===== src/design/base64_stream_encoder_macros.svh =====
// Assertion macros shared by the base64 stream encoder modules.
// Expects signals named clk and rst in the module that uses them.
`ifndef BASE64_STREAM_ENCODER_MACROS_SVH
`define BASE64_STREAM_ENCODER_MACROS_SVH

// expression holds at every edge outside reset
`define B64E_ALWAYS(label, expr, msg) \
  label: assert property (@(posedge clk) disable iff (rst) (expr)) else $error(msg);

// same-cycle implication
`define B64E_IMPLIES(label, ante, cons, msg) \
  label: assert property (@(posedge clk) disable iff (rst) (ante) |-> (cons)) else $error(msg);

// next-cycle implication
`define B64E_IMPLIES_NEXT(label, ante, cons, msg) \
  label: assert property (@(posedge clk) disable iff (rst) (ante) |=> (cons)) else $error(msg);

`endif


===== src/design/b64e_pkg.sv =====
// Types, constants and the sextet-to-ASCII mapping for the base64 stream encoder.
// No dependencies.
package b64e_pkg;

  localparam int JOB_DEPTH = 2;
  localparam int JOB_PTR_W = $clog2(JOB_DEPTH);
  localparam int JOB_CNT_W = $clog2(JOB_DEPTH + 1);
  localparam logic [JOB_CNT_W-1:0] JOB_FULL_CNT = JOB_CNT_W'(JOB_DEPTH);

  localparam int SYMS_PER_JOB = 4;
  localparam int SYM_IDX_W = $clog2(SYMS_PER_JOB);
  localparam int SYM_CNT_W = $clog2(SYMS_PER_JOB + 1);

  localparam logic [6:0] PAD_CHAR = 7'h3D;

  typedef enum logic [1:0] {
    PH_BYTE0 = 2'd0,
    PH_BYTE1 = 2'd1,
    PH_BYTE2 = 2'd2
  } phase_t;

  typedef struct packed {
    logic       pad;
    logic [5:0] val;
  } sym_t;

  // One encoded byte: up to four output characters
  typedef struct packed {
    sym_t [SYMS_PER_JOB-1:0] syms;
    logic [SYM_CNT_W-1:0]    cnt;
    logic                    last;
  } job_t;

  function automatic logic [6:0] sym_to_ascii(sym_t s);
    logic [6:0] v;
    v = {1'b0, s.val};
    if (s.pad) return PAD_CHAR;
    else if (s.val < 6'd26) return v + 7'd65;
    else if (s.val < 6'd52) return v + 7'd71;
    else if (s.val < 6'd62) return v - 7'd4;
    else if (s.val == 6'd62) return 7'h2B;
    else return 7'h2F;
  endfunction

endpackage


===== src/design/b64e_front.sv =====
// Front end: accepts bytes, tracks group phase and carry bits, builds jobs.
// Depends on b64e_pkg.
module b64e_front (
  input  logic          clk,
  input  logic          rst,
  input  logic          push,
  input  logic          q_full,
  input  logic [7:0]    data_byte,
  input  logic          last_byte,
  output logic          job_push,
  output b64e_pkg::job_t job
);
  import b64e_pkg::*;

  phase_t     phase, phase_next;
  logic [3:0] carry_bits, carry_bits_next;

  assign job_push = push && !q_full;

  always_comb begin
    phase_next      = phase;
    carry_bits_next = carry_bits;
    if (job_push) begin
      if (last_byte) begin
        phase_next      = PH_BYTE0;
        carry_bits_next = 4'd0;
      end else begin
        unique case (phase)
          PH_BYTE1: begin
            phase_next      = PH_BYTE2;
            carry_bits_next = data_byte[3:0];
          end
          PH_BYTE2: begin
            phase_next      = PH_BYTE0;
            carry_bits_next = 4'd0;
          end
          default: begin
            phase_next      = PH_BYTE1;
            carry_bits_next = {2'b00, data_byte[1:0]};
          end
        endcase
      end
    end
  end

  always_comb begin
    job      = '0;
    job.last = last_byte;
    unique case (phase)
      PH_BYTE1: begin
        job.syms[0] = '{pad: 1'b0, val: {carry_bits[1:0], data_byte[7:4]}};
        if (last_byte) begin
          job.syms[1] = '{pad: 1'b0, val: {data_byte[3:0], 2'b00}};
          job.syms[2] = '{pad: 1'b1, val: 6'd0};
          job.cnt     = SYM_CNT_W'(3);
        end else begin
          job.cnt = SYM_CNT_W'(1);
        end
      end
      PH_BYTE2: begin
        job.syms[0] = '{pad: 1'b0, val: {carry_bits, data_byte[7:6]}};
        job.syms[1] = '{pad: 1'b0, val: data_byte[5:0]};
        job.cnt     = SYM_CNT_W'(2);
      end
      default: begin
        job.syms[0] = '{pad: 1'b0, val: data_byte[7:2]};
        if (last_byte) begin
          job.syms[1] = '{pad: 1'b0, val: {data_byte[1:0], 4'b0000}};
          job.syms[2] = '{pad: 1'b1, val: 6'd0};
          job.syms[3] = '{pad: 1'b1, val: 6'd0};
          job.cnt     = SYM_CNT_W'(4);
        end else begin
          job.cnt = SYM_CNT_W'(1);
        end
      end
    endcase
  end

  always_ff @(posedge clk) begin
    if (rst) begin
      phase      <= PH_BYTE0;
      carry_bits <= 4'd0;
    end else begin
      phase      <= phase_next;
      carry_bits <= carry_bits_next;
    end
  end

endmodule


===== src/design/b64e_job_fifo.sv =====
// Short job queue between front and back ends.
// Depends on b64e_pkg and base64_stream_encoder_macros.svh.
`include "base64_stream_encoder_macros.svh"

module b64e_job_fifo (
  input  logic           clk,
  input  logic           rst,
  input  logic           wr_en,
  input  b64e_pkg::job_t wr_job,
  input  logic           rd_en,
  output logic           full,
  output logic           head_valid,
  output b64e_pkg::job_t head
);
  import b64e_pkg::*;

  job_t                 entries [JOB_DEPTH];
  logic [JOB_PTR_W-1:0] wr_ptr, rd_ptr;
  logic [JOB_CNT_W-1:0] cnt;

  assign full       = (cnt == JOB_FULL_CNT);
  assign head_valid = (cnt != '0);
  assign head       = entries[rd_ptr];

  always_ff @(posedge clk) begin
    if (wr_en) entries[wr_ptr] <= wr_job;
  end

  always_ff @(posedge clk) begin
    if (rst) begin
      wr_ptr <= '0;
      rd_ptr <= '0;
      cnt    <= '0;
    end else begin
      if (wr_en) wr_ptr <= (wr_ptr == JOB_PTR_W'(JOB_DEPTH - 1)) ? '0 : wr_ptr + 1'b1;
      if (rd_en) rd_ptr <= (rd_ptr == JOB_PTR_W'(JOB_DEPTH - 1)) ? '0 : rd_ptr + 1'b1;
      if (wr_en && !rd_en) cnt <= cnt + 1'b1;
      else if (rd_en && !wr_en) cnt <= cnt - 1'b1;
    end
  end

  `B64E_ALWAYS(a_cnt_range, cnt <= JOB_FULL_CNT, "job queue count out of range")
  `B64E_IMPLIES(a_no_overflow, wr_en && !rd_en, !full, "job queue overflow")
  `B64E_IMPLIES(a_no_underflow, rd_en, head_valid, "job queue underflow")

endmodule


===== src/design/b64e_back.sv =====
// Back end: walks each job one character per cycle into the output register while that register is empty or popped.
// Depends on b64e_pkg and base64_stream_encoder_macros.svh.
`include "base64_stream_encoder_macros.svh"

module b64e_back (
  input  logic           clk,
  input  logic           rst,
  input  logic           head_valid,
  input  b64e_pkg::job_t head,
  output logic           deq,
  input  logic           pop,
  output logic           empty,
  output logic [6:0]     ascii_char,
  output logic           last_char
);
  import b64e_pkg::*;

  logic [SYM_IDX_W-1:0] sym_idx, sym_idx_next;
  logic                 out_valid, out_valid_next;
  logic                 out_load, final_sym;
  sym_t                 cur_sym;

  assign cur_sym   = head.syms[sym_idx];
  assign final_sym = (SYM_CNT_W'(sym_idx) == head.cnt - 1'b1);
  assign out_load  = head_valid && (!out_valid || pop);
  assign deq       = out_load && final_sym;
  assign empty     = !out_valid;

  always_comb begin
    sym_idx_next   = sym_idx;
    out_valid_next = out_valid && !pop;
    if (out_load) begin
      out_valid_next = 1'b1;
      sym_idx_next   = final_sym ? '0 : sym_idx + 1'b1;
    end
  end

  always_ff @(posedge clk) begin
    if (out_load) begin
      ascii_char <= sym_to_ascii(cur_sym);
      last_char  <= final_sym && head.last;
    end
  end

  always_ff @(posedge clk) begin
    if (rst) begin
      sym_idx   <= '0;
      out_valid <= 1'b0;
    end else begin
      sym_idx   <= sym_idx_next;
      out_valid <= out_valid_next;
    end
  end

  `B64E_IMPLIES(a_idx_in_job, head_valid, SYM_CNT_W'(sym_idx) < head.cnt, "symbol index past job")
  `B64E_IMPLIES_NEXT(a_restart, deq, sym_idx == '0, "symbol index not rewound")

endmodule


===== src/design/base64_stream_encoder.sv =====
// Base64 stream encoder: one byte per transaction in, one character per transaction out.
// The first character of a byte is registered in the job queue, then in the output register.
// Throughput: one character per cycle from the output register while the receiver pops;
// a byte yields 1 to 4 characters, which the back end serializes from each job.
// Reset (rst, synchronous): group phase and carry cleared, job queue and output emptied.
module base64_stream_encoder (
  input  logic       clk,
  input  logic       rst,
  input  logic       push,
  output logic       full,
  input  logic [7:0] data_byte,
  input  logic       last_byte,
  output logic       empty,
  input  logic       pop,
  output logic [6:0] ascii_char,
  output logic       last_char
);
  import b64e_pkg::*;

  job_t new_job, head;
  logic job_push, head_valid, deq;

  b64e_front u_front (
    .clk       (clk),
    .rst       (rst),
    .push      (push),
    .q_full    (full),
    .data_byte (data_byte),
    .last_byte (last_byte),
    .job_push  (job_push),
    .job       (new_job)
  );

  b64e_job_fifo u_fifo (
    .clk        (clk),
    .rst        (rst),
    .wr_en      (job_push),
    .wr_job     (new_job),
    .rd_en      (deq),
    .full       (full),
    .head_valid (head_valid),
    .head       (head)
  );

  b64e_back u_back (
    .clk        (clk),
    .rst        (rst),
    .head_valid (head_valid),
    .head       (head),
    .deq        (deq),
    .pop        (pop),
    .empty      (empty),
    .ascii_char (ascii_char),
    .last_char  (last_char)
  );

endmodule


===== config.mk =====
export PLATFORM = sky130hd
export DESIGN_NAME = base64_stream_encoder
export DESIGN_NICKNAME = d
export VERILOG_FILES = /design/src/design/b64e_pkg.sv /design/src/design/b64e_front.sv /design/src/design/b64e_job_fifo.sv /design/src/design/b64e_back.sv /design/src/design/base64_stream_encoder.sv
export VERILOG_INCLUDE_DIRS = /design/src /design/src/design
export SDC_FILE = /design/constraint.sdc
export NUM_CORES = 1
export LEC_CHECK = 0
export CAP_MARGIN = 15
export CORE_ASPECT_RATIO = 0.8
export CORE_MARGIN = 2
export CORE_UTILIZATION = 30
export CTS_CLUSTER_SIZE = 14
export DETAILED_ROUTE_END_ITERATION = 16
export DONT_BUFFER_PORTS = 1
export GPL_ROUTABILITY_DRIVEN = 0
export GPL_TIMING_DRIVEN = 1
export HOLD_SLACK_MARGIN = 0.02
export PLACE_DENSITY_LB_ADDON = 0.1
export RECOVER_POWER = 50
export SKIP_CTS_REPAIR_TIMING = 1
export SLEW_MARGIN = 30
export SYNTH_ARGS = -nofsm -noshare
export SYNTH_HDL_FRONTEND = slang
export SYNTH_SLANG_ARGS = --single-unit

===== constraint.sdc =====
create_clock -name clk -period 5.4 [get_ports clk]
set_clock_uncertainty 0.05 [all_clocks]
set_input_delay 0.81 -clock clk [delete_from_list [all_inputs] [get_ports clk]]
set_output_delay 0.81 -clock clk [all_outputs]
set_load 0.005 [all_outputs]

==> impl_metrics.env, run 1 <==
export IMPL_wl_mm=5.99
export IMPL_areaGrowthSynthToFinish_pct=8.05
export IMPL_ir_drop_mv=0.195
export IMPL_final_antenna_net_count=0
export IMPL_drive_gt1_frac=0.0854
export IMPL_critPathArrivalTime_ns=3.19
export IMPL_synth_cells=250
export IMPL_cts_root_buf="clkbuf_16"
export IMPL_synth_area_sq_mm=0.00289
export IMPL_cts_buffers=5
export IMPL_p_per_area_mw_per_mm2=552
export IMPL_core_area_sq_mm=0.00953
export IMPL_maxCapViolations=0
export IMPL_synth_top_area_cell="edfxtp_1"
export IMPL_start_kind="flip-flop"
export IMPL_setup_violations=0
export IMPL_wire_per_inst_um=16.4
export IMPL_drt_pass1_iter_count=4
export IMPL_ys_warn_count=0
export IMPL_power_leakage_uw=0.00107
export IMPL_synth_area_leaders="edfxtp_1 44%, dfxtp_1 9.7%, ha_1 4.3%"
export IMPL_fin_crit_ns=3.20
export IMPL_fin_cells=365
export IMPL_crit_path_max_fanout=15
export IMPL_start_util=0.304
export IMPL_dp_hpwl_mm=4.24
export IMPL_pre_cts_ws_ns=2.19
export IMPL_setup_ws_ns=2.20
export IMPL_clock_latency_ns=0.29
export IMPL_antenna_found_initial=0
export IMPL_grt_first_pass_wirelength_mm=9.97
export IMPL_chipHeight_um=91.8
export IMPL_io_buffers=0
export IMPL_tns_ns=0
export IMPL_tightestPinTransition_ns=0.635
export IMPL_slew_headroom=0.576
export IMPL_grt_pass1_vias=1872
export IMPL_die_area_sq_mm=0.0104
export IMPL_endpoint_kind="flip-flop"
export IMPL_num_vias=1848
export IMPL_postLayoutCoreUtil=0.328
export IMPL_hp_class="reg2reg"
export IMPL_drt_initial_drc_count=95
export IMPL_clkTransAtPathRegs_ns=0.07
export IMPL_vias_per_cell=5.06
export IMPL_fmax_ghz=0.312
export IMPL_final_nets=268
export IMPL_drc=0
export IMPL_rows=32
export IMPL_yosys_area_top_type_share=0.436
export IMPL_cts_max_path_buffers=2
export IMPL_setup_worst_path_class="reg2reg"
export IMPL_rsz0062_at_grt="false"
export IMPL_grt_max_degree=24
export IMPL_crit_required_ns=5.39
export IMPL_htreeDepth=2
export IMPL_synth_yosys_seq_area_share=0.533
export IMPL_grt_overflow=0
export IMPL_slew_viol_final=0
export IMPL_grt_usage=0.125
export IMPL_syn_nets=273
export IMPL_status="completed"
export IMPL_die_width_um=114
export IMPL_synth_cell_type_count=45
export IMPL_ys_seq_elements=56
export IMPL_io_pins=23
export IMPL_hold_violations=0
export IMPL_nFillCells=960
export IMPL_finalCritPeriodShare=0.593
export IMPL_cts_tree="yes"
export IMPL_dpl_cell_count=357
export IMPL_antenna_cells=0
export IMPL_clock_sinks=56
export IMPL_syn_area_per_cell_sq_um=11.6
==> where the power goes <==
part           internal [uW]  switching (uW)  leakage [uW]
clock network            171             152     0.0000645
logic                    288             441      0.000490
registers                608            65.1      0.000512
total                   1070             658       0.00107
==> final cells by class <==
| type | count | area, sq um | area share |
|---|---|---|---|
| sequential | 56 | 1540 | 0.493 |
| multi-input combinational | 164 | 1220 | 0.390 |
| tap | 119 | 149 | 0.0476 |
| clock buffer | 6 | 129 | 0.0412 |
| inverter | 16 | 60.1 | 0.0192 |
| timing repair buffer | 2 | 15.0 | 0.00480 |
| clock inverter | 2 | 11.3 | 0.00360 |
==> layout by cell type, fill, tap and decap left out, drive strengths merged, types with 3 or more instances in the layout <==
| master | n |
|---|---|
| a32oi | 5 |
| a21oi | 12 |
| a22oi | 11 |
| nor4 | 3 |
| edfxtp | 42 |
| nor2 | 25 |
| o21ai | 11 |
| nor3 | 3 |
| xor2 | 6 |
| nand2b | 6 |
| a31oi | 3 |
| or3 | 3 |
| inv | 16 |
| dfxtp | 14 |
| clkbuf | 6 |
| nand3 | 8 |
| nand2 | 15 |
| nor2b | 4 |
| xnor2 | 3 |
| ha | 10 |
| and2 | 4 |
| mux4 | 6 |
| mux2i | 5 |
| mux2 | 3 |
==> cell families after synthesis <==
logic type	Yosys count	share of synthesized area
buf+inv	30	0.0480
xor+xnor	9	0.0273
compound gates	52	0.134
fa+ha+maj	10	0.0433
flops	56	0.533
mux	14	0.0770
simple gates	79	0.138
==> final timing paths <==
| kind | start | cells after the start | slack, ns | to |
|---|---|---|---|---|
| max | u_back.sym_idx[0] | 8 | 2.20 | u_back.ascii_char[5] |
| min | u_back.out_valid | 2 | 0.44 | u_back.out_valid |
| max reg2reg | u_back.sym_idx[0] | 8 | 2.20 | u_back.ascii_char[5] |
| min reg2reg | u_back.out_valid | 2 | 0.44 | u_back.out_valid |
==> flip-flops by register name, indices dropped and copies added, names as in the netlist, named ones only <==
| name | flops |
|---|---|
| u_back.ascii_char | 7 |
| u_back.last_char | 1 |
| u_back.out_valid | 1 |
| u_back.sym_idx | 2 |
| u_fifo.cnt | 2 |
| u_fifo.entries | 34 |
| u_fifo.rd_ptr | 1 |
| u_fifo.wr_ptr | 1 |
| u_front.carry_bits | 4 |
| u_front.phase | 2 |
==> synthesized netlist by cell type, drive strengths merged <==
cell type  count
mux4           6
dfxtp         14
and2           4
nor2          25
a221oi         1
nand3          8
nand4b         2
a22oi         11
a31oi          3
o31ai          1
o22ai          1
o2bb2ai        2
or3            3
nand2b         6
and4b          1
inv           16
ha            10
o211a          1
mux2           3
a32oi          5
a21oi         12
a2111oi        2
clkbuf        11
edfxtp        42
nand3b         1
a311o          1
mux2i          5
buf            3
nand4          1
xor2           6
nor3           3
nor3b          2
a211oi         1
o21ai         11
xnor2          3
nor4           3
or2b           1
nand2         15
nor2b          4
==> worst max-delay path, cell delays in order (launching register included) <==
cell and delay [ns]:
dfxtp_1 0.71, mux4_2 0.50, nor2b_1 0.22, ha_1 0.28
nor2b_1 0.16, a221oi_4 0.46, o22ai_1 0.21, nor2_1 0.26
a211oi_2 0.10
==> per-layer routing <==
metal,GRT usage,share of wire,vias up
met5,0,0,-
met4,0.0498,0.021,0
met3,0.0304,0.038,9
met2,0.186,0.44,40
met1,0.173,0.50,889
li1,-,-,910
==> stage by stage <==
| step | hold slack (ns) | total power (uW) | cell area [sq um] |
|---|---|---|---|
| 6_report | 0.439 | 1730 | 3130 |
| 3_3_place_gp | 0.442 | 1430 | 2980 |
| 3_5_place_dp | 0.441 | 1410 | 2980 |
| 5_1_grt | 0.477 | 1860 | 3130 |
| 4_1_cts | 0.455 | 1740 | 3120 |
| 2_1_floorplan | 0.406 | 1270 | 2890 |
No activity file was read; power rests on OpenSTA's default activity.
==> inputs of run 2 (changes only) <==
==> constraint.sdc (replaced) <==
create_clock -name clk -period 2.69 [get_ports clk]
set_clock_uncertainty 0.05 [all_clocks]
set_input_delay 0.4035 -clock clk [delete_from_list [all_inputs] [get_ports clk]]
set_output_delay 0.4035 -clock clk [all_outputs]
set_load 0.005 [all_outputs]
==> run 2 against run 1 <==
Against the previous run:
- hold slack got worse by 0.32 ns
- clock-buffer cell count unchanged
- non-clock buffer count increased by 12
- total power increased by 120%
- combinational power increased by 140%
- design area increased by 5.8%
- die area unchanged
- sequential power increased by 97%
- critical path type unchanged
- critical endpoint is now u_back.ascii_char[2]
- largest power group unchanged
==> impl_metrics.env, run 2 (synthesis gave the netlist of run 1 again) <==
export IMPL_die_width_um=114
export IMPL_rows=32
export IMPL_final_nets=280
export IMPL_pre_cts_ws_ns=0.00878
export IMPL_layout_commonest_cell="edfxtp_1"
export IMPL_wl_mm=6.26
export IMPL_hp_class="in2reg"
export IMPL_grt_pass1_vias=1888
export IMPL_fin_area_sq_mm=0.00331
export IMPL_cts_tree="yes"
export IMPL_grt_overflow=0
export IMPL_place_area_sq_mm=0.00310
export IMPL_chipHeight_um=91.8
export IMPL_fin_crit_ns=2.58
export IMPL_vias_per_cell=5.16
export IMPL_htreeDepth=2
export IMPL_grt_max_degree=24
export IMPL_setup_worst_path_class="reg2reg"
export IMPL_cts_buffers=5
export IMPL_grt_first_pass_wirelength_mm=10.3
export IMPL_hold_violations=0
export IMPL_cts_max_path_buffers=2
export IMPL_tns_ns=0
export IMPL_tightestPinTransition_ns=0.605
export IMPL_power_leakage_uw=0.00116
export IMPL_num_vias=1946
export IMPL_layout_common_cells="42 x edfxtp_1, 24 x nor2_1, 16 x inv_1"
export IMPL_wire_per_inst_um=16.6
export IMPL_critPathArrivalTime_ns=2.57
export IMPL_grt_usage=0.129
export IMPL_dp_hpwl_mm=4.55
export IMPL_cts_root_buf="clkbuf_16"
export IMPL_min_delay_start="rst"
export IMPL_drive_gt1_frac=0.171
export IMPL_start_kind="flip-flop"
export IMPL_finalCritPeriodShare=0.959
export IMPL_core_area_sq_mm=0.00953
export IMPL_areaGrowthSynthToFinish_pct=14.3
export IMPL_drt_pass1_iter_count=4
export IMPL_final_antenna_net_count=0
export IMPL_setup_ws_ns=0.111
export IMPL_top_regs="u_fifo.entries x34, u_back.ascii_char x7, u_front.carry_bits x4"
export IMPL_io_buffers=0
export IMPL_clock_latency_ns=0.30
export IMPL_setup_violations=0
export IMPL_hold_slack_ns=0.119
export IMPL_crit_path_max_fanout=5
export IMPL_maxCapViolations=0
export IMPL_slew_headroom=0.597
export IMPL_dpl_cell_count=369
export IMPL_drt_initial_drc_count=82
export IMPL_endpoint_kind="flip-flop"
export IMPL_fmax_ghz=0.388
export IMPL_largest_register_ffs=34
export IMPL_antenna_found_initial=0
export IMPL_io_pins=23
export IMPL_drc=0
export IMPL_status="completed"
export IMPL_clock_sinks=56
export IMPL_slew_viol_final=0
export IMPL_rsz0062_at_grt="false"
export IMPL_die_area_sq_mm=0.0104
export IMPL_ir_drop_mv=0.468
export IMPL_fin_cells=377
export IMPL_p_per_area_mw_per_mm2=1150
export IMPL_crit_required_ns=2.68
export IMPL_clkTransAtPathRegs_ns=0.08
export IMPL_start_util=0.304
export IMPL_antenna_cells=0
export IMPL_top_register="u_fifo.entries"
[run 2: cell count changes in the layout (fill, tap and decap cells not counted), sizes merged]
cell | previous run | this run
clkbuf | 6 | 9
clkinvlp | 1 | 0
buf | 2 | 11
inv | 16 | 17
[run 2: final timing paths]
path                           to  depth (start not counted)  slack [ns]
max reg2reg  u_back.ascii_char[2]                          7        0.11
min reg2reg      u_back.out_valid                          2        0.44
max          u_back.ascii_char[2]                          7        0.11
min             u_back.sym_idx[1]                          1        0.12
[run 2: layout make-up]
type | count | area, sq um
inverter | 16 | 60.1
clock inverter | 2 | 16.3
clock buffer | 6 | 150
multi-input combinational | 164 | 1280
tap | 119 | 149
fill | 939 | 6220
sequential | 56 | 1550
timing repair buffer | 14 | 106
[run 2: power by group]
group / total, uW / leakage [uW] / internal (uW) / switching [uW]
sequential: 1330 / 0.000513 / 1220 / 105
clock: 724 / 0.0000839 / 408 / 317
combinational: 1740 / 0.000563 / 749 / 992
total: 3790 / 0.00116 / 2380 / 1410
[run 2: through the flow]
stage	power (uW)	utilization
after global routing	4110	0.347
after global placement	3070	0.325
final	3790	0.347
after detailed placement	3050	0.325
after floorplan	2600	-
after CTS	3790	0.343
[run 2: metal layers]
layer  vias up  GRT usage  share of wire
met5         -          0              0
met4         0     0.0488          0.021
met3        11     0.0397          0.038
met2        34      0.208           0.47
met1       962      0.165           0.47
li1        939          -              -
[run 2: critical path, cell delays in order, from the launching register on]
cell and delay, ns:
dfxtp_4 0.39, mux4_2 0.52, nor2b_4 0.16, ha_2 0.20, nor2b_4 0.13, a221oi_4 0.40, o22ai_2 0.18, a311o_1 0.31
